[src/tgc_pkg.sv]
// Touch gesture classifier: shared types, constants and register codes.
// No dependencies; used by the interfaces and by every module of the block.
package tgc_pkg;

   // width of the sample timestamp on the port, and of the internal time arithmetic
   localparam int NOW_WIDTH  = 32;
   localparam int TIME_WIDTH = 32;
   localparam int CFG_WIDTH  = 16;

   typedef logic [TIME_WIDTH-1:0] time_type;
   typedef logic [CFG_WIDTH-1:0]  cfg_word_type;

   // configuration register indexes
   typedef enum logic [0:0] {
      CSR_LONG_PRESS = 1'b0,
      CSR_TAP_WINDOW = 1'b1
   } csr_index_type;

   localparam cfg_word_type LONG_PRESS_RESET = CFG_WIDTH'(1500);
   localparam cfg_word_type TAP_WINDOW_RESET = CFG_WIDTH'(300);

   // event codes
   typedef enum logic [1:0] {
      EV_NONE   = 2'd0,
      EV_SINGLE = 2'd1,
      EV_DOUBLE = 2'd2,
      EV_LONG   = 2'd3
   } event_type;

   // pending tap counts
   localparam logic [1:0] TAPS_NONE   = 2'd0;
   localparam logic [1:0] TAPS_ONE    = 2'd1;
   localparam logic [1:0] TAPS_DOUBLE = 2'd2;

   typedef struct packed {
      logic                 touch_level;
      logic [NOW_WIDTH-1:0] now_ms;
      logic                 clear;
   } item_type;

   typedef struct packed {
      cfg_word_type long_press_ms;
      cfg_word_type double_tap_window_ms;
   } cfg_type;

endpackage

[src/tgc_if.sv]
// Touch gesture classifier: valid/ready channel interfaces for samples and events.
// Depends on tgc_pkg for the field widths and the event type.
interface tgc_req_if;
   logic                          valid;
   logic                          ready;
   logic                          touch_level;
   logic [tgc_pkg::NOW_WIDTH-1:0] now_ms;
   logic                          clear;

   modport source (output valid, touch_level, now_ms, clear, input ready);
   modport sink   (input valid, touch_level, now_ms, clear, output ready);
endinterface

interface tgc_rsp_if;
   logic               valid;
   logic               ready;
   tgc_pkg::event_type event_res;

   modport source (output valid, event_res, input ready);
   modport sink   (input valid, event_res, output ready);
endinterface

[src/tgc_csr.sv]
// Touch gesture classifier: configuration registers (long press time, tap window).
// Depends on tgc_pkg for the register codes, widths and reset values.
module tgc_csr (
   input  logic                  clock,
   input  logic                  reset,
   input  logic                  csr_we,
   input  tgc_pkg::csr_index_type csr_index,
   input  tgc_pkg::cfg_word_type csr_wdata,
   output tgc_pkg::cfg_type      cfg
);

   tgc_pkg::cfg_type cfg_ff;
   tgc_pkg::cfg_type cfg_in;

   // decode the write
   always_comb begin
      cfg_in = cfg_ff;
      if (csr_we) begin
         unique case (csr_index)
            tgc_pkg::CSR_LONG_PRESS: cfg_in.long_press_ms        = csr_wdata;
            tgc_pkg::CSR_TAP_WINDOW: cfg_in.double_tap_window_ms = csr_wdata;
            default:                 cfg_in = cfg_ff;
         endcase
      end
   end

   always_ff @(posedge clock) begin
      if (reset) begin
         cfg_ff.long_press_ms        <= tgc_pkg::LONG_PRESS_RESET;
         cfg_ff.double_tap_window_ms <= tgc_pkg::TAP_WINDOW_RESET;
      end else begin
         cfg_ff <= cfg_in;
      end
   end

   assign cfg = cfg_ff;

endmodule

[src/tgc_step.sv]
// Touch gesture classifier: gesture state and the per-sample update and event poll.
// Depends on tgc_pkg for the item, configuration and event types.
module tgc_step (
   input  logic               clock,
   input  logic               reset,
   input  logic               fire,
   input  tgc_pkg::item_type  item,
   input  tgc_pkg::cfg_type   cfg,
   output tgc_pkg::event_type event_res
);

   logic               touch_ff,       touch_in;
   tgc_pkg::time_type  press_start_ff, press_start_in;
   tgc_pkg::time_type  last_tap_ff,    last_tap_in;
   logic [1:0]         pending_ff,     pending_in;
   logic               long_seen_ff,   long_seen_in;

   tgc_pkg::time_type  now_t, long_t, win_t;
   tgc_pkg::time_type  el_release, el_tap_prev, el_hold, el_tap;
   logic               rise, fall;
   tgc_pkg::time_type  press_mid, last_mid;
   logic [1:0]         pending_mid;
   logic               long_mid;

   assign now_t  = tgc_pkg::time_type'(item.now_ms);
   assign long_t = tgc_pkg::time_type'(cfg.long_press_ms);
   assign win_t  = tgc_pkg::time_type'(cfg.double_tap_window_ms);

   assign rise = item.touch_level & ~touch_ff;
   assign fall = ~item.touch_level & touch_ff;

   // wrapping time differences against the stored timestamps
   assign el_release  = now_t - press_start_ff;
   assign el_tap_prev = now_t - last_tap_ff;

   // sampling update: edge handling
   always_comb begin
      press_mid   = press_start_ff;
      last_mid    = last_tap_ff;
      pending_mid = pending_ff;
      long_mid    = long_seen_ff;
      if (rise) begin
         press_mid = now_t;
         long_mid  = 1'b0;
      end
      if (fall) begin
         priority if (el_release >= long_t) begin
            long_mid    = 1'b1;
            pending_mid = tgc_pkg::TAPS_NONE;
            last_mid    = '0;
         end else if (el_tap_prev < win_t) begin
            pending_mid = tgc_pkg::TAPS_DOUBLE;
            last_mid    = '0;
         end else begin
            pending_mid = tgc_pkg::TAPS_ONE;
            last_mid    = now_t;
         end
      end
   end

   assign el_hold = now_t - press_mid;
   assign el_tap  = now_t - last_mid;

   // event poll, then clear overrides everything and keeps the stored touch level
   always_comb begin
      touch_in       = item.touch_level;
      press_start_in = press_mid;
      last_tap_in    = last_mid;
      pending_in     = pending_mid;
      long_seen_in   = long_mid;
      event_res      = tgc_pkg::EV_NONE;
      priority if (item.touch_level && !long_mid && (el_hold >= long_t)) begin
         long_seen_in = 1'b1;
         event_res    = tgc_pkg::EV_LONG;
      end else if (pending_mid == tgc_pkg::TAPS_DOUBLE) begin
         pending_in = tgc_pkg::TAPS_NONE;
         event_res  = tgc_pkg::EV_DOUBLE;
      end else if ((pending_mid == tgc_pkg::TAPS_ONE) && (el_tap > win_t)) begin
         pending_in = tgc_pkg::TAPS_NONE;
         event_res  = tgc_pkg::EV_SINGLE;
      end else begin
         event_res = tgc_pkg::EV_NONE;
      end
      if (item.clear) begin
         touch_in       = touch_ff;
         press_start_in = '0;
         last_tap_in    = '0;
         pending_in     = tgc_pkg::TAPS_NONE;
         long_seen_in   = 1'b0;
         event_res      = tgc_pkg::EV_NONE;
      end
   end

   always_ff @(posedge clock) begin
      if (reset) begin
         touch_ff       <= 1'b0;
         press_start_ff <= '0;
         last_tap_ff    <= '0;
         pending_ff     <= tgc_pkg::TAPS_NONE;
         long_seen_ff   <= 1'b0;
      end else if (fire) begin
         touch_ff       <= touch_in;
         press_start_ff <= press_start_in;
         last_tap_ff    <= last_tap_in;
         pending_ff     <= pending_in;
         long_seen_ff   <= long_seen_in;
      end
   end

endmodule

[src/touch_gesture_classifier.sv]
// Touch gesture classifier top level: sample register, gesture step, event register.
// A sample is held in the sample register until the step runs; its event is then registered in the event register.
// Throughput: one sample per cycle; input stalls only once both item registers are held.
// Reset (synchronous, active high) clears the gesture state, empties both item
// registers and loads the register defaults (1500 ms long press, 300 ms window).
// Depends on tgc_pkg, tgc_if, tgc_csr and tgc_step.
module touch_gesture_classifier (
   input  logic                   clock,
   input  logic                   reset,
   tgc_req_if.sink                req_chan,
   tgc_rsp_if.source              rsp_chan,
   input  logic                   csr_we,
   input  tgc_pkg::csr_index_type csr_index,
   input  tgc_pkg::cfg_word_type  csr_wdata
);

   logic               in_valid_ff,  in_valid_in;
   tgc_pkg::item_type  in_item_ff;
   logic               rsp_valid_ff, rsp_valid_in;
   tgc_pkg::event_type rsp_event_ff;
   tgc_pkg::event_type step_event;
   tgc_pkg::cfg_type   cfg;
   logic               out_free, step_fire, req_take;

   // handshake: the step runs when a sample is held and the event register is free or being emptied
   assign out_free       = ~rsp_valid_ff | rsp_chan.ready;
   assign step_fire      = in_valid_ff & out_free;
   assign req_chan.ready = ~in_valid_ff | out_free;
   assign req_take       = req_chan.valid & req_chan.ready;

   assign in_valid_in  = req_take | (in_valid_ff & ~step_fire);
   assign rsp_valid_in = step_fire | (rsp_valid_ff & ~rsp_chan.ready);

   always_ff @(posedge clock) begin
      if (reset) begin
         in_valid_ff  <= 1'b0;
         rsp_valid_ff <= 1'b0;
      end else begin
         in_valid_ff  <= in_valid_in;
         rsp_valid_ff <= rsp_valid_in;
      end
   end

   // item payload registers
   always_ff @(posedge clock) begin
      if (req_take) begin
         in_item_ff.touch_level <= req_chan.touch_level;
         in_item_ff.now_ms      <= req_chan.now_ms;
         in_item_ff.clear       <= req_chan.clear;
      end
      if (step_fire) begin
         rsp_event_ff <= step_event;
      end
   end

   tgc_csr u_csr (
      .clock     (clock),
      .reset     (reset),
      .csr_we    (csr_we),
      .csr_index (csr_index),
      .csr_wdata (csr_wdata),
      .cfg       (cfg)
   );

   tgc_step u_step (
      .clock     (clock),
      .reset     (reset),
      .fire      (step_fire),
      .item      (in_item_ff),
      .cfg       (cfg),
      .event_res (step_event)
   );

   assign rsp_chan.valid     = rsp_valid_ff;
   assign rsp_chan.event_res = rsp_event_ff;

`ifndef SYNTHESIS
   // a sample is never taken while the sample register is full and stuck
   a_no_overrun: assert property (@(posedge clock) disable iff (reset)
      !(req_take && in_valid_ff && !out_free))
      else $error("sample accepted into a blocked sample register");

   // a clear sample always yields no event
   a_clear_none: assert property (@(posedge clock) disable iff (reset)
      step_fire && in_item_ff.clear |=> rsp_event_ff == tgc_pkg::EV_NONE)
      else $error("clear sample produced an event");

   // every step loads the event register
   a_step_loads: assert property (@(posedge clock) disable iff (reset)
      step_fire |=> rsp_valid_ff)
      else $error("event register not loaded after a step");

   // nothing is pending straight after reset
   a_reset_empty: assert property (@(posedge clock)
      reset |=> !rsp_valid_ff && !in_valid_ff)
      else $error("item registers not empty after reset");
`endif

endmodule
[src/flat_wrapper.sv]
// flat-port wrapper written by rule: the top's interface ports become plain ports
module touch_gesture_classifier_flat 
  (clock, reset, csr_we, csr_index, csr_wdata, req_chan_valid, req_chan_touch_level, req_chan_now_ms, req_chan_clear, req_chan_ready, rsp_chan_valid, rsp_chan_event_res, rsp_chan_ready);
  tgc_req_if req_chan_i ();
  tgc_rsp_if rsp_chan_i ();
  input  logic clock;
  input  logic reset;
  input  logic csr_we;
  input  tgc_pkg::csr_index_type csr_index;
  input  tgc_pkg::cfg_word_type csr_wdata;
  input wire logic [$bits(req_chan_i.valid)-1:0] req_chan_valid;
  input wire logic [$bits(req_chan_i.touch_level)-1:0] req_chan_touch_level;
  input wire logic [$bits(req_chan_i.now_ms)-1:0] req_chan_now_ms;
  input wire logic [$bits(req_chan_i.clear)-1:0] req_chan_clear;
  output wire logic [$bits(req_chan_i.ready)-1:0] req_chan_ready;
  output wire logic [$bits(rsp_chan_i.valid)-1:0] rsp_chan_valid;
  output wire logic [$bits(rsp_chan_i.event_res)-1:0] rsp_chan_event_res;
  input wire logic [$bits(rsp_chan_i.ready)-1:0] rsp_chan_ready;
  assign req_chan_i.valid = req_chan_valid;
  assign req_chan_i.touch_level = req_chan_touch_level;
  assign req_chan_i.now_ms = req_chan_now_ms;
  assign req_chan_i.clear = req_chan_clear;
  assign req_chan_ready = req_chan_i.ready;
  assign rsp_chan_valid = rsp_chan_i.valid;
  assign rsp_chan_event_res = rsp_chan_i.event_res;
  assign rsp_chan_i.ready = rsp_chan_ready;
  touch_gesture_classifier u_core (.clock(clock), .reset(reset), .req_chan(req_chan_i), .rsp_chan(rsp_chan_i), .csr_we(csr_we), .csr_index(csr_index), .csr_wdata(csr_wdata));
endmodule
[config.mk]
export PLATFORM = sky130hd
export DESIGN_NAME = touch_gesture_classifier_flat
export DESIGN_NICKNAME = d
export VERILOG_FILES = /design/src/tgc_pkg.sv /design/src/tgc_if.sv /design/src/tgc_csr.sv /design/src/tgc_step.sv /design/src/touch_gesture_classifier.sv /design/src/flat_wrapper.sv
export SDC_FILE = /design/constraint.sdc
export NUM_CORES = 1
export LEC_CHECK = 0
export BUFFER_PORTS_ARGS = -buffer_cell sky130_fd_sc_hd__buf_2
export CAP_MARGIN = 10
export CORE_MARGIN = 2
export CORE_UTILIZATION = 40
export DETAILED_ROUTE_END_ITERATION = 10
export SYNTH_ARGS = -nofsm -noshare
export SYNTH_HDL_FRONTEND = slang
export SYNTH_SLANG_ARGS = --single-unit
[constraint.sdc]
create_clock -name clock -period 8.27 [get_ports clock]
set_input_delay 0.4135 -clock clock [delete_from_list [all_inputs] [get_ports clock]]
set_output_delay 0.4135 -clock clock [all_outputs]
set_load 0.03 [all_outputs]
# After elaboration in Yosys (flattened, before gate mapping)
# Index checks and enable logic that the tools add are counted.
word_totals:
  ff_bits: 138
  latchBits: 0
  ram_bits: 0
  mem_bits_ro: 0
  in_bits: 56
  mem_count: 0
op_classes:
  add_sub_neg: 4
  multipliers: 0
  n_div: 0
  n_lt_le_gt_ge: 4
  n_eq_ne: 2
  shifts: 0
  n_mux: 21
  bitwise: 18
  n_reduce_logical: 7
op_table:
  columns: ["op", "count"]
  rows:
  - ["$mux 32", 6]
  - ["$sub 32x32->32", 4]
  - ["$ge 32x16->1", 2]
  - ["$gt 32x16->1", 1]
  - ["$lt 32x16->1", 1]
  - ["$mux 2", 9]
  - ["$not 1->1", 8]
  - ["$and 1x1->1", 6]
  - ["$mux 1", 6]
  - ["$reduce_and 2->1", 3]
  - ["$or 1x1->1", 4]
  - ["$logic_and 1x1->1", 3]
  - ["$eq 2x1->1 const B", 1]
  - ["$eq 2x2->1 const B", 1]
  - ["$logic_not 1->1", 1]

# Depth between registers and ports, before layout
# Gate-level depths: netlist of the first run.
logic_depth:
  ltp_word: 12
  mapped_depth: 45
  ltp_nobuf: 43

# Modules after synthesis
# A second synthesis of the first run with hierarchy kept.
unflattened:
  cells_unflattened: 1970
  hier_area_um2: 14974.4
modules_own_cells:
  columns: ["mod", "instances", "cells_per_inst", "area_each_um2", "seq_area_each_um2"]
  rows:
  - ["tgc_step", 1, 1792, 12445.7, 1361.3]
  - ["tgc_csr", 1, 132, 1343.8, 640.6]
  - ["touch_gesture_classifier", 1, 46, 1184.9, 1121.1]

# Least setup slack after synthesis of the first run
# Ideal clock, no wire load.
synth_path:
  path_kind: "register to register"
  start: "register u_core.in_item_ff[2] (netlist bit)"
  end: "register u_core.rsp_event_ff[0], in the netlist u_core.rsp_chan.event_res[0], data pin"
  t_arrival_ps: 7672
  t_required_ps: 8010
  path_slack_ps: 338
  path_stages_with_launch: 43
  path_buffers: 2
  path_cell_list: "edfxtp_1 ha_1 nor2b_1 o31a_1 o31a_1 o21ai_0 nand2b_1 a21o_1 a21oi_1 xnor2_1 ha_1 a21o_1 a21o_1 a21oi_1 nor2_1 nand4b_1 nor3b_1 nand4b_1 [... 7 more ...] fa_1 nor2b_1 o31a_1 o41ai_2 o31a_2 o21bai_1 a21oi_1 xnor2_1 ha_1 nand4_1 nor3_1 nand3_1 a21oi_1 o2111ai_1 or3_1 nor4bb_1 mux2i_1 o2bb2ai_1"
synth_via:
  elab_chain_cells: 11
  elab_cells_between_ends: 26
synth_lines:
  columns: ["element", "line", "rtl"]
  rows:
  - ["start, declared", "touch_gesture_classifier.sv:18", "tgc_pkg::item_type in_item_ff;"]
  - ["$sub 32x32->32", "tgc_step.sv:34", "assign el_tap_prev = now_t - last_tap_ff;"]
  - ["$lt 32x16->1", "tgc_step.sv:51", "end else if (el_tap_prev < win_t) begin"]
  - ["$mux 32", "tgc_step.sv:51", null]
  - ["$mux 32", "tgc_step.sv:47", "priority if (el_release >= long_t) begin"]
  - ["$mux 32", "tgc_step.sv:46", "if (fall) begin"]
  - ["$sub 32x32->32", "tgc_step.sv:62", "assign el_tap = now_t - last_mid;"]
  - ["$gt 32x16->1", "tgc_step.sv:78", "end else if ((pending_mid == tgc_pkg::TAPS_ONE) && (el_tap > win_t)) begin"]
  - ["$logic_and 1x1->1", "tgc_step.sv:78", null]
  - ["$mux 1", "tgc_step.sv:78", null]
  - ["$mux 2", "tgc_step.sv:75", "end else if (pending_mid == tgc_pkg::TAPS_DOUBLE) begin"]
  - ["$mux 2 (*)", "tgc_step.sv:72", "priority if (item.touch_level && !long_mid && (el_hold >= long_t)) begin"]
  - ["end signal, assigned", "touch_gesture_classifier.sv:52", "rsp_event_ff <= step_event;"]
  - ["end, declared", "touch_gesture_classifier.sv:20", "tgc_pkg::event_type rsp_event_ff;"]
# Mark *: on every way between the ends. The rest lies on a longest branch, timed or not.
# A chain may end at the register's enable or synchronous reset.

# Final worst setup path of the first run
# Same ends and word-level chain as after synthesis.

==> results.json, run 1 <==
{
  "maxSlewViolCount": 0,
  "rsz0062_at_grt": "yes",
  "clkPwrFrac_pct": 32.8,
  "ys_ff_latch": 138,
  "crit_path_start_kind": "flop",
  "syn_area_per_cell_um2": 7.52,
  "tritoncts": "done",
  "placeableCoreArea_mm2": 0.0347,
  "antenna_found_initial": 0,
  "synthToLayoutAreaGrowth_pct": 17.4,
  "gp_congestion": 0.984,
  "fillers": 3421,
  "multiInputGateArea_mm2": 0.0104,
  "dp_hpwl_um": 36800,
  "setup_viol": 2,
  "powerDensity_mw_per_mm2": 139,
  "synth_nets": 2134,
  "path_clk_slew_ns": 0.08,
  "final_antenna_net_count": 0,
  "fin_crit_sh_pct": 100,
  "synth_cell_type_count": 82,
  "fin_util_pct": 48.0,
  "path_delay_family": "simple AND/OR/NAND/NOR gates",
  "cts_made_buffers": 17,
  "io_buffers": 59,
  "ir_worst_vdd_mv": 0.150,
  "num_rows": 68,
  "min_path_type": "in -> reg",
  "tightestPinTransition_ns": 0.989,
  "p_sw_share_pct": 36.3,
  "grt_pass1_wl_um": 72000,
  "yosysTopAreaCell": "ha_1",
  "initial_core_util_pct": 40.9,
  "post_drt_wl_per_cell_um": 18.6,
  "crit_type": "reg -> reg",
  "viasPerCell": 5.75,
  "io_pins": 60,
  "register_area_mm2": 0.00312,
  "critPathCaptureType": "flop",
  "layout_common_cells": "a21oi_1, nand2_1, ha_1, nor2_1, buf_4",
  "path_buf_inv": 2,
  "grt_overflow_total": 0,
  "clockBufferDepth": 2,
  "cpMaxStageDelayCell": "edfxtp_1",
  "die_w_um": 192,
  "grt.total_usage_pct": 24.9,
  "holdWs_ns": 0.147,
  "min_period_ns": 8.30,
  "clockRootBuffer": "clkbuf_16",
  "nets": 2290,
  "drcViolationCount": 0,
  "synth_top_area_share_pct": 16.5,
  "grt_start_max_net_pins": 76,
  "layout.cells.most_common": "a21oi_1",
  "rrSetupSlack_ns": -0.03,
  "drive_gt1_share_pct": 14.8,
  "fmax_ghz": 0.120,
  "design.die.area_mm2": 0.0370,
  "clk_latency_ns": 0.44,
  "async_flop_share_pct": 0,
  "pre_cts_slack_ns": -0.294,
  "status": "finished, violations left",
  "vias": 14500,
  "crit_fanout": 4,
  "p_leak_nw": 6.79,
  "drt_iter0_markers": 940,
  "synth_area_leaders": "ha_1, dfxtp_1, a21oi_1",
  "drt-pass1-iter-count": 5,
  "fin_skew_ns": 0.0152,
  "die_h_um": 192,
  "arrival_ns": 8.48,
  "setup_tns_ns": -0.0456,
  "synth_ff_type": "dfxtp_1",
  "synth_warnings": 0,
  "seqPwrFrac_pct": 31.9,
  "synthCells": 1887,
  "htree_num_levels": 4,
  "synth_edf_count": 36,
  "grt_pass1_vias": 13400,
  "syn_area_mm2": 0.0142,
  "violations": "setup timing",
  "wl_um": 46700,
  "p_comb_share_pct": 35.2,
  "n_antenna_cell": 0,
  "seq_area_frac_synth_pct": 22.0,
  "maxSlewHeadroom_pct": 34.1,
  "setup_slack_ns": -0.0331,
  "p_switching_mw": 0.842,
  "clock_sinks": 138,
  "internal-power_mw": 1.48,
  "cap_violations": 0,
  "hold_viol": 0,
  "cp.required_ns": 8.45,
  "worst_path_largest_cell_delay_ns": 0.40
}
==> path summary, 6_finish.rpt <==
kind                                          from                                    endpoint  cells past startpoint
setup / recovery    u_core.in_item_ff[2]$_DFFE_PP_  u_core.rsp_chan.event_res[0]$_SDFFCE_PP0P_                     41
hold / removal                 req_chan_now_ms[27]             u_core.in_item_ff[28]$_DFFE_PP_                      1
setup reg to reg    u_core.in_item_ff[2]$_DFFE_PP_  u_core.rsp_chan.event_res[0]$_SDFFCE_PP0P_                     41
hold reg to reg   u_core.u_csr.cfg[1]$_SDFFE_PP0P_            u_core.u_csr.cfg[1]$_SDFFE_PP0P_                      2
==> cell families (layout without fill, tap and decap cells) <==
| kind of cell | after synthesis | count (layout) | share of synthesized area, % |
|---|---|---|---|
| AO/OA/AOI/OAI | 633 | 633 | 28.7 |
| AND/OR/NAND/NOR | 623 | 623 | 20.4 |
| buffers and inverters | 206 | 375 | 5.68 |
| adder cells (fa/ha/maj) | 191 | 191 | 17.0 |
| flip-flops | 138 | 138 | 22.0 |
| XOR/XNOR | 78 | 78 | 4.81 |
| multiplexers | 18 | 18 | 1.30 |
==> cells in the mapped netlist, types with 23 or more instances <==
library cell,number
nor2_1,184
ha_1,187
a21oi_1,230
nand2b_1,23
nand4_1,26
edfxtp_1,36
a22o_1,31
dfxtp_1,102
inv_1,126
nor3_1,30
clkbuf_1,64
nand3_1,25
o21ai_0,96
a21o_1,79
xor2_1,28
xnor2_1,50
nor2b_1,26
nand2_1,223
==> per-layer routing <==
layer | global-route usage, % | vias up | share of wire [%]
met5 | 0 | - | 0
met4 | 7.52 | 0 | 2.1
met3 | 2.24 | 49 | 5.4
met2 | 40.9 | 405 | 46
met1 | 34.5 | 6825 | 47
li1 | - | 7171 | -
==> sequential cells by signal (all words and copies together), names as in the netlist <==
signal and cells:
u_core.in_item_ff 34, u_core.u_csr.cfg 32, u_core.u_step.last_tap_ff 32, u_core.u_step.press_start_ff 32, u_core.rsp_chan.event_res 2, u_core.u_step.pending_ff 2
u_core.in_valid_ff 1, u_core.rsp_chan.valid 1, u_core.u_step.long_seen_ff 1, u_core.u_step.touch_ff 1
==> metrics by stage <==
stage          cell area (um2)  total power [mW]  std cells
2_1_floorplan            14200              1.29       1887
3_3_place_gp             15800              1.52       2459
3_5_place_dp             15800              1.54       2459
4_1_cts                  16500              2.31       2504
5_1_grt                  16700              2.44       2511
6_report                 16700              2.32       2511
==> layout make-up <==
cell class	instances	share of cell area (%)
Inverter	126	2.84
Multi-Input combinational cell	1543	62.6
Sequential cell	138	18.7
Timing Repair Buffer	217	8.98
Tap cell	455	3.42
Clock inverter	14	0.728
Clock buffer	18	2.70
==> power groups by stage <==
stage / Combinational, mW / Sequential (mW) / Clock, mW
floorplan: 0.539 / 0.751 / 0
CTS: 0.795 / 0.739 / 0.780
global placement: 0.769 / 0.754 / 0
finish: 0.816 / 0.740 / 0.761
global route: 0.902 / 0.742 / 0.800
detailed placement: 0.781 / 0.754 / 0
==> timing repair <==
item                                    CTS  global route
resized for setup                        24            21
hold buffers                              0             0
buffers inserted                         13             7
endpoints found under the setup margin    2             2
pin swaps                                20            19
Power figures use the tool's default switching activity.
==> inputs of run 2 (changes only) <==
- SETUP_SLACK_MARGIN: default -> 0.2
==> run 2 against run 1 <==
  * The flow still finishes with violations (setup timing)
  * Via count rose by 0.13%
  * Wire length shrank 0.28%
  * Critical path depth up 1
  * Clock skew grew 0.0014 ns
  * Flip-flop and latch count unchanged
  * Sequential share of layout area about the same
  * Sequential power barely moved
  * Design area rose by 0.16%
  * Clock power hardly changed
  * Critical path type unchanged
  * Largest cell class unchanged
==> results.json, run 2 (synthesis results as in run 1) <==
{
  "grt_start_max_net_pins": 76,
  "grt.total_usage_pct": 24.9,
  "startpoint": "u_core.in_item_ff[2]$_DFFE_PP_",
  "tritoncts": "done",
  "status": "finished, violations left",
  "layout_common_cells": "a21oi_1, nand2_1, nor2_1, ha_1, buf_4",
  "layout.cells.most_common": "a21oi_1",
  "die_h_um": 192,
  "fin_crit_sh_pct": 101,
  "clk_latency_ns": 0.44,
  "largest_register_ffs": 34,
  "drcViolationCount": 0,
  "cap_violations": 0,
  "placeableCoreArea_mm2": 0.0347,
  "rsz0062_at_grt": "yes",
  "path_delay_family": "compound AO/OA/AOI/OAI gates",
  "synthToLayoutAreaGrowth_pct": 17.6,
  "htree_num_levels": 4,
  "arrival_ns": 8.51,
  "io_buffers": 59,
  "maxSlewHeadroom_pct": 34.3,
  "r2r_start": "u_core.in_item_ff[2]$_DFFE_PP_",
  "rr_endpoint": "u_core.rsp_chan.event_res[0]$_SDFFCE_PP0P_",
  "rrSetupSlack_ns": -0.07,
  "crit_cells": 42,
  "nets": 2291,
  "path_clk_slew_ns": 0.08,
  "internal-power_mw": 1.48,
  "crit_top_cell": "a21o_1",
  "wl_um": 46500,
  "hold_viol": 0,
  "clkPwrFrac_pct": 32.8,
  "setup_viol": 2,
  "tightestPinTransition_ns": 0.986,
  "antenna_found_initial": 0,
  "path_buf_inv": 3,
  "pre_cts_slack_ns": -0.294,
  "min_period_ns": 8.34,
  "setup_tns_ns": -0.112,
  "p_leak_nw": 6.79,
  "num_rows": 68,
  "grt_overflow_total": 0,
  "drt_iter0_markers": 905,
  "grt_pass1_wl_um": 72200,
  "clockRootBuffer": "clkbuf_16",
  "endpoint": "u_core.rsp_chan.event_res[0]$_SDFFCE_PP0P_",
  "drive_gt1_share_pct": 15.0,
  "crit_path_start_kind": "flop",
  "gp_congestion": 0.984,
  "design.die.area_mm2": 0.0370,
  "p_comb_share_pct": 35.3,
  "cp.required_ns": 8.45,
  "dp_hpwl_um": 36800,
  "maxSlewViolCount": 0,
  "clock_sinks": 138,
  "critPathCaptureType": "flop",
  "grt_pass1_vias": 13400,
  "cts_made_buffers": 17,
  "worst_path_largest_cell_delay_ns": 0.40,
  "min_path_type": "in -> reg",
  "largest_register": "u_core.in_item_ff",
  "seqPwrFrac_pct": 31.9,
  "p_sw_share_pct": 36.3,
  "worstHoldStart": "req_chan_now_ms[27]",
  "vias": 14500,
  "ir_worst_vdd_mv": 0.150,
  "final_antenna_net_count": 0,
  "setup_slack_ns": -0.0665,
  "powerDensity_mw_per_mm2": 139,
  "cpMaxStageDelayCell": "edfxtp_1",
  "fin_skew_ns": 0.0166,
  "post_drt_wl_per_cell_um": 18.5,
  "p_switching_mw": 0.841,
  "io_pins": 60,
  "crit_type": "reg -> reg",
  "drt-pass1-iter-count": 5,
  "viasPerCell": 5.76,
  "r2r_cells": 42,
  "n_antenna_cell": 0,
  "fmax_ghz": 0.120,
  "cts-hold-fix-buffers": 0,
  "clockBufferDepth": 2,
  "violations": "setup timing",
  "die_w_um": 192,
  "crit_fanout": 4,
  "initial_core_util_pct": 40.9
}
run 2: routing by layer:
layer | routed length, um | up-vias | share of wire [%] | GRT usage, %
li1 | - | 7175 | - | -
met1 | 22000 | 6851 | 47 | 34.5
met4 | 983 | 0 | 2.1 | 7.52
met2 | 21200 | 395 | 46 | 41.1
met3 | 2340 | 48 | 5.0 | 2.24
met5 | 0 | - | 0 | 0
run 2: worst min path at each step:
stage / endpoint / slack (ns) / cells after the start
after floorplan: u_core.u_csr.cfg[10]$_SDFFE_PP0P_ / 0.44 / 2
after global placement: u_core.u_csr.cfg[15]$_SDFFE_PP0P_ / 0.45 / 2
after detailed placement: u_core.u_csr.cfg[7]$_SDFFE_PP0P_ / 0.45 / 2
after CTS: u_core.in_item_ff[28]$_DFFE_PP_ / 0.13 / 1
after global routing: u_core.in_item_ff[28]$_DFFE_PP_ / 0.14 / 1
final: u_core.in_item_ff[28]$_DFFE_PP_ / 0.15 / 1
run 2: per-stage QoR:
step	cells	total power [mW]	hold slack, ns	util [%]	instance area [um2]
2_1_floorplan	1887	1.29	0.436	-	14200
3_5_place_dp	2459	1.54	0.449	45.5	15800
6_report	2512	2.32	0.146	48.1	16700
5_1_grt	2512	2.45	0.136	48.1	16700
3_3_place_gp	2459	1.52	0.446	45.5	15800
4_1_cts	2504	2.31	0.127	47.7	16500
run 2: repair_timing:
item | 4_1_cts | 5_1_grt
pin swaps | 21 | 25
resized for setup | 29 | 20
buffers inserted | 13 | 8
hold endpoints to repair | 0 | 0
setup endpoints to repair | 2 | 2
gates cloned | 0 | 0
run 2: area by class of cell:
cell class,count,area [um2]
Clock buffer,18,450
Clock inverter,14,121
Fill cell,3416,18000
Inverter,126,473
Multi-Input combinational cell,1543,10400
Sequential cell,138,3120
Tap cell,455,569
Timing Repair Buffer,218,1500
run 2: worst reg2reg max path, delay by kind of cell (launching register included):
family / cells / cell delay [ns]
buffers and inverters: 3 / 0.35
flip-flops: 1 / 0.40
AO/OA/AOI/OAI: 18 / 3.32
AND/OR/NAND/NOR: 14 / 2.57
adder cells (fa/ha/maj): 4 / 1.06
XOR/XNOR: 2 / 0.27
multiplexers: 1 / 0.14
run 2: power groups by stage:
stage          Clock (mW)  Combinational [mW]  Sequential [mW]
6_report            0.762               0.818            0.740
5_1_grt             0.800               0.905            0.742
4_1_cts             0.780               0.796            0.739
3_5_place_dp            0               0.781            0.754
3_3_place_gp            0               0.769            0.754
2_1_floorplan           0               0.539            0.751
==> inputs of run 3 (changes only) <==
- CTS_BUF_LIST: default -> sky130_fd_sc_hd__clkbuf_4
==> run 3 against run 2 <==
  * Utilization is 0.56 points higher
  * Largest cell class unchanged
  * Worst setup slack improved by 0.045 ns
  * Register-to-register slack better by 0.05 ns
  * The flow still finishes with violations (setup timing)
  * Critical endpoint unchanged
==> results.json, run 3 (synthesis results as in run 1) <==
{
  "status": "finished, violations left",
  "violations": "setup timing",
  "cts_made_buffers": 17,
  "io_buffers": 59,
  "cpMaxStageDelayCell": "edfxtp_1",
  "maxSlewViolCount": 0,
  "path_clk_slew_ns": 0.15,
  "p_leak_nw": 6.85,
  "fillers": 3417,
  "critPathCaptureType": "flop",
  "layout_common_cells": "nand2_1, a21oi_1, nor2_1, ha_1, buf_4",
  "die_h_um": 192,
  "drt-pass1-iter-count": 5,
  "maxSlewHeadroom_pct": 35.2,
  "io_pins": 60,
  "design.die.area_mm2": 0.0370,
  "powerDensity_mw_per_mm2": 122,
  "clock_sinks": 138,
  "initial_core_util_pct": 40.9,
  "die_w_um": 192,
  "num_rows": 68,
  "vias": 14600,
  "pre_cts_slack_ns": -0.294,
  "final_antenna_net_count": 0,
  "clk_latency_ns": 0.62,
  "fmax_ghz": 0.121,
  "wl_um": 47000,
  "placeableCoreArea_mm2": 0.0347,
  "worst_path_largest_cell_delay_ns": 0.49,
  "layout.cells.most_common": "nand2_1",
  "worstHoldStart": "req_chan_now_ms[11]",
  "drcViolationCount": 0,
  "setup_slack_ns": -0.0214,
  "clockBufferDepth": 2,
  "min_period_ns": 8.29,
  "drt_iter0_markers": 957,
  "tightestPinTransition_ns": 0.973,
  "viasPerCell": 5.71,
  "tritoncts": "done",
  "dp_hpwl_um": 36800,
  "hold_viol": 0,
  "startpoint": "u_core.in_item_ff[2]$_DFFE_PP_",
  "rsz0062_at_grt": "yes",
  "nets": 2331,
  "largest_register": "u_core.in_item_ff",
  "fin_skew_ns": 0.0396,
  "antenna_found_initial": 1,
  "rrSetupSlack_ns": -0.02,
  "crit_type": "reg -> reg",
  "cp.required_ns": 8.62,
  "grt_overflow_total": 0,
  "grt_pass1_vias": 13600,
  "grt_pass1_wl_um": 73300,
  "clockRootBuffer": "clkbuf_4",
  "grt_start_max_net_pins": 76,
  "power_mw": 2.06,
  "crit_path_start_kind": "flop",
  "grt.total_usage_pct": 25.3,
  "ir_worst_vdd_mv": 0.0748,
  "gp_congestion": 0.984,
  "crit_fanout": 5,
  "largest_register_ffs": 34,
  "setup_viol": 2,
  "htree_num_levels": 4,
  "r2r_start": "u_core.in_item_ff[2]$_DFFE_PP_",
  "post_drt_wl_per_cell_um": 18.4,
  "synthToLayoutAreaGrowth_pct": 19.0,
  "min_path_type": "in -> reg",
  "cap_violations": 0,
  "fin_crit_sh_pct": 100,
  "drive_gt1_share_pct": 16.0,
  "arrival_ns": 8.64
}
[run 3: cell types whose count changed in the layout (fill, tap and decap cells not counted), moves of 3 or more]
cell / delta
nor2b_1: -3
a21oi_1: -7
o21ai_0: -3
dlygate4sd3_1: +32
a21oi_2: +6
clkbuf_16: -18
clkbuf_4: +17
nor2b_2: +3
buf_4: +7
[run 3: cell type report]
cell class	instances	area (um2)	share of cell area, %
inverters	126	473	2.80
clock buffers	17	128	0.756
repair buffers	258	1890	11.2
diodes	1	2.50	0.0148
flip-flops and latches	138	3120	18.5
well taps	455	569	3.37
clock inverters	15	151	0.897
multi-input cells	1543	10500	62.5
[run 3: stage by stage]
step	cells	cell area, um2	setup TNS (ns)	utilization [%]	hold slack, ns
2_1_floorplan	1887	14200	0	-	0.436
3_3_place_gp	2459	15800	-0.0903	45.5	0.446
3_5_place_dp	2459	15800	-0.451	45.5	0.449
4_1_cts	2541	16600	-0.0305	47.9	0.000784
5_1_grt	2553	16900	-0.753	48.6	0.00147
6_report	2553	16900	-0.0236	48.6	0.0368
[run 3: worst paths after layout]
path                                                 to  cells after the start
max          u_core.rsp_chan.event_res[0]$_SDFFCE_PP0P_                     42
min                     u_core.in_item_ff[12]$_DFFE_PP_                      1
max reg2reg  u_core.rsp_chan.event_res[0]$_SDFFCE_PP0P_                     42
min reg2reg            u_core.u_csr.cfg[1]$_SDFFE_PP0P_                      2
[run 3: critical path: cells and delay by family, from the launching register on]
kind / cells / cell delay, ns
AOI/OAI and AO/OA: 20 / 3.27
and+or+nand+nor: 10 / 1.89
adders and majority gates: 4 / 1.19
buffers and inverters: 5 / 0.73
DFF: 1 / 0.49
xor gates and xnor gates: 2 / 0.33
muxes: 1 / 0.14
[run 3: power breakdown]
part | internal, mW | leakage [nW] | switching (mW)
Combinational | 0.365 | 5.51 | 0.480
Sequential | 0.717 | 1.18 | 0.0230
Clock | 0.162 | 0.159 | 0.312
[run 3: per-layer routing]
layer	global-route usage, %	vias up	wire [um]
li1	-	7257	-
met1	34.7	6865	21800
met2	42.1	392	21700
met3	2.78	51	2460
met4	6.87	0	1010
met5	0	-	0
[run 3: timing repair]
action                                  in CTS  in global routing
pin swaps                                   52                 44
endpoints found under the setup margin       2                  2
resized for setup                           38                 36
gates cloned                                 0                  0
hold buffers                                31                  1
buffers inserted                            19                 10
endpoints found under the hold margin       31                  1
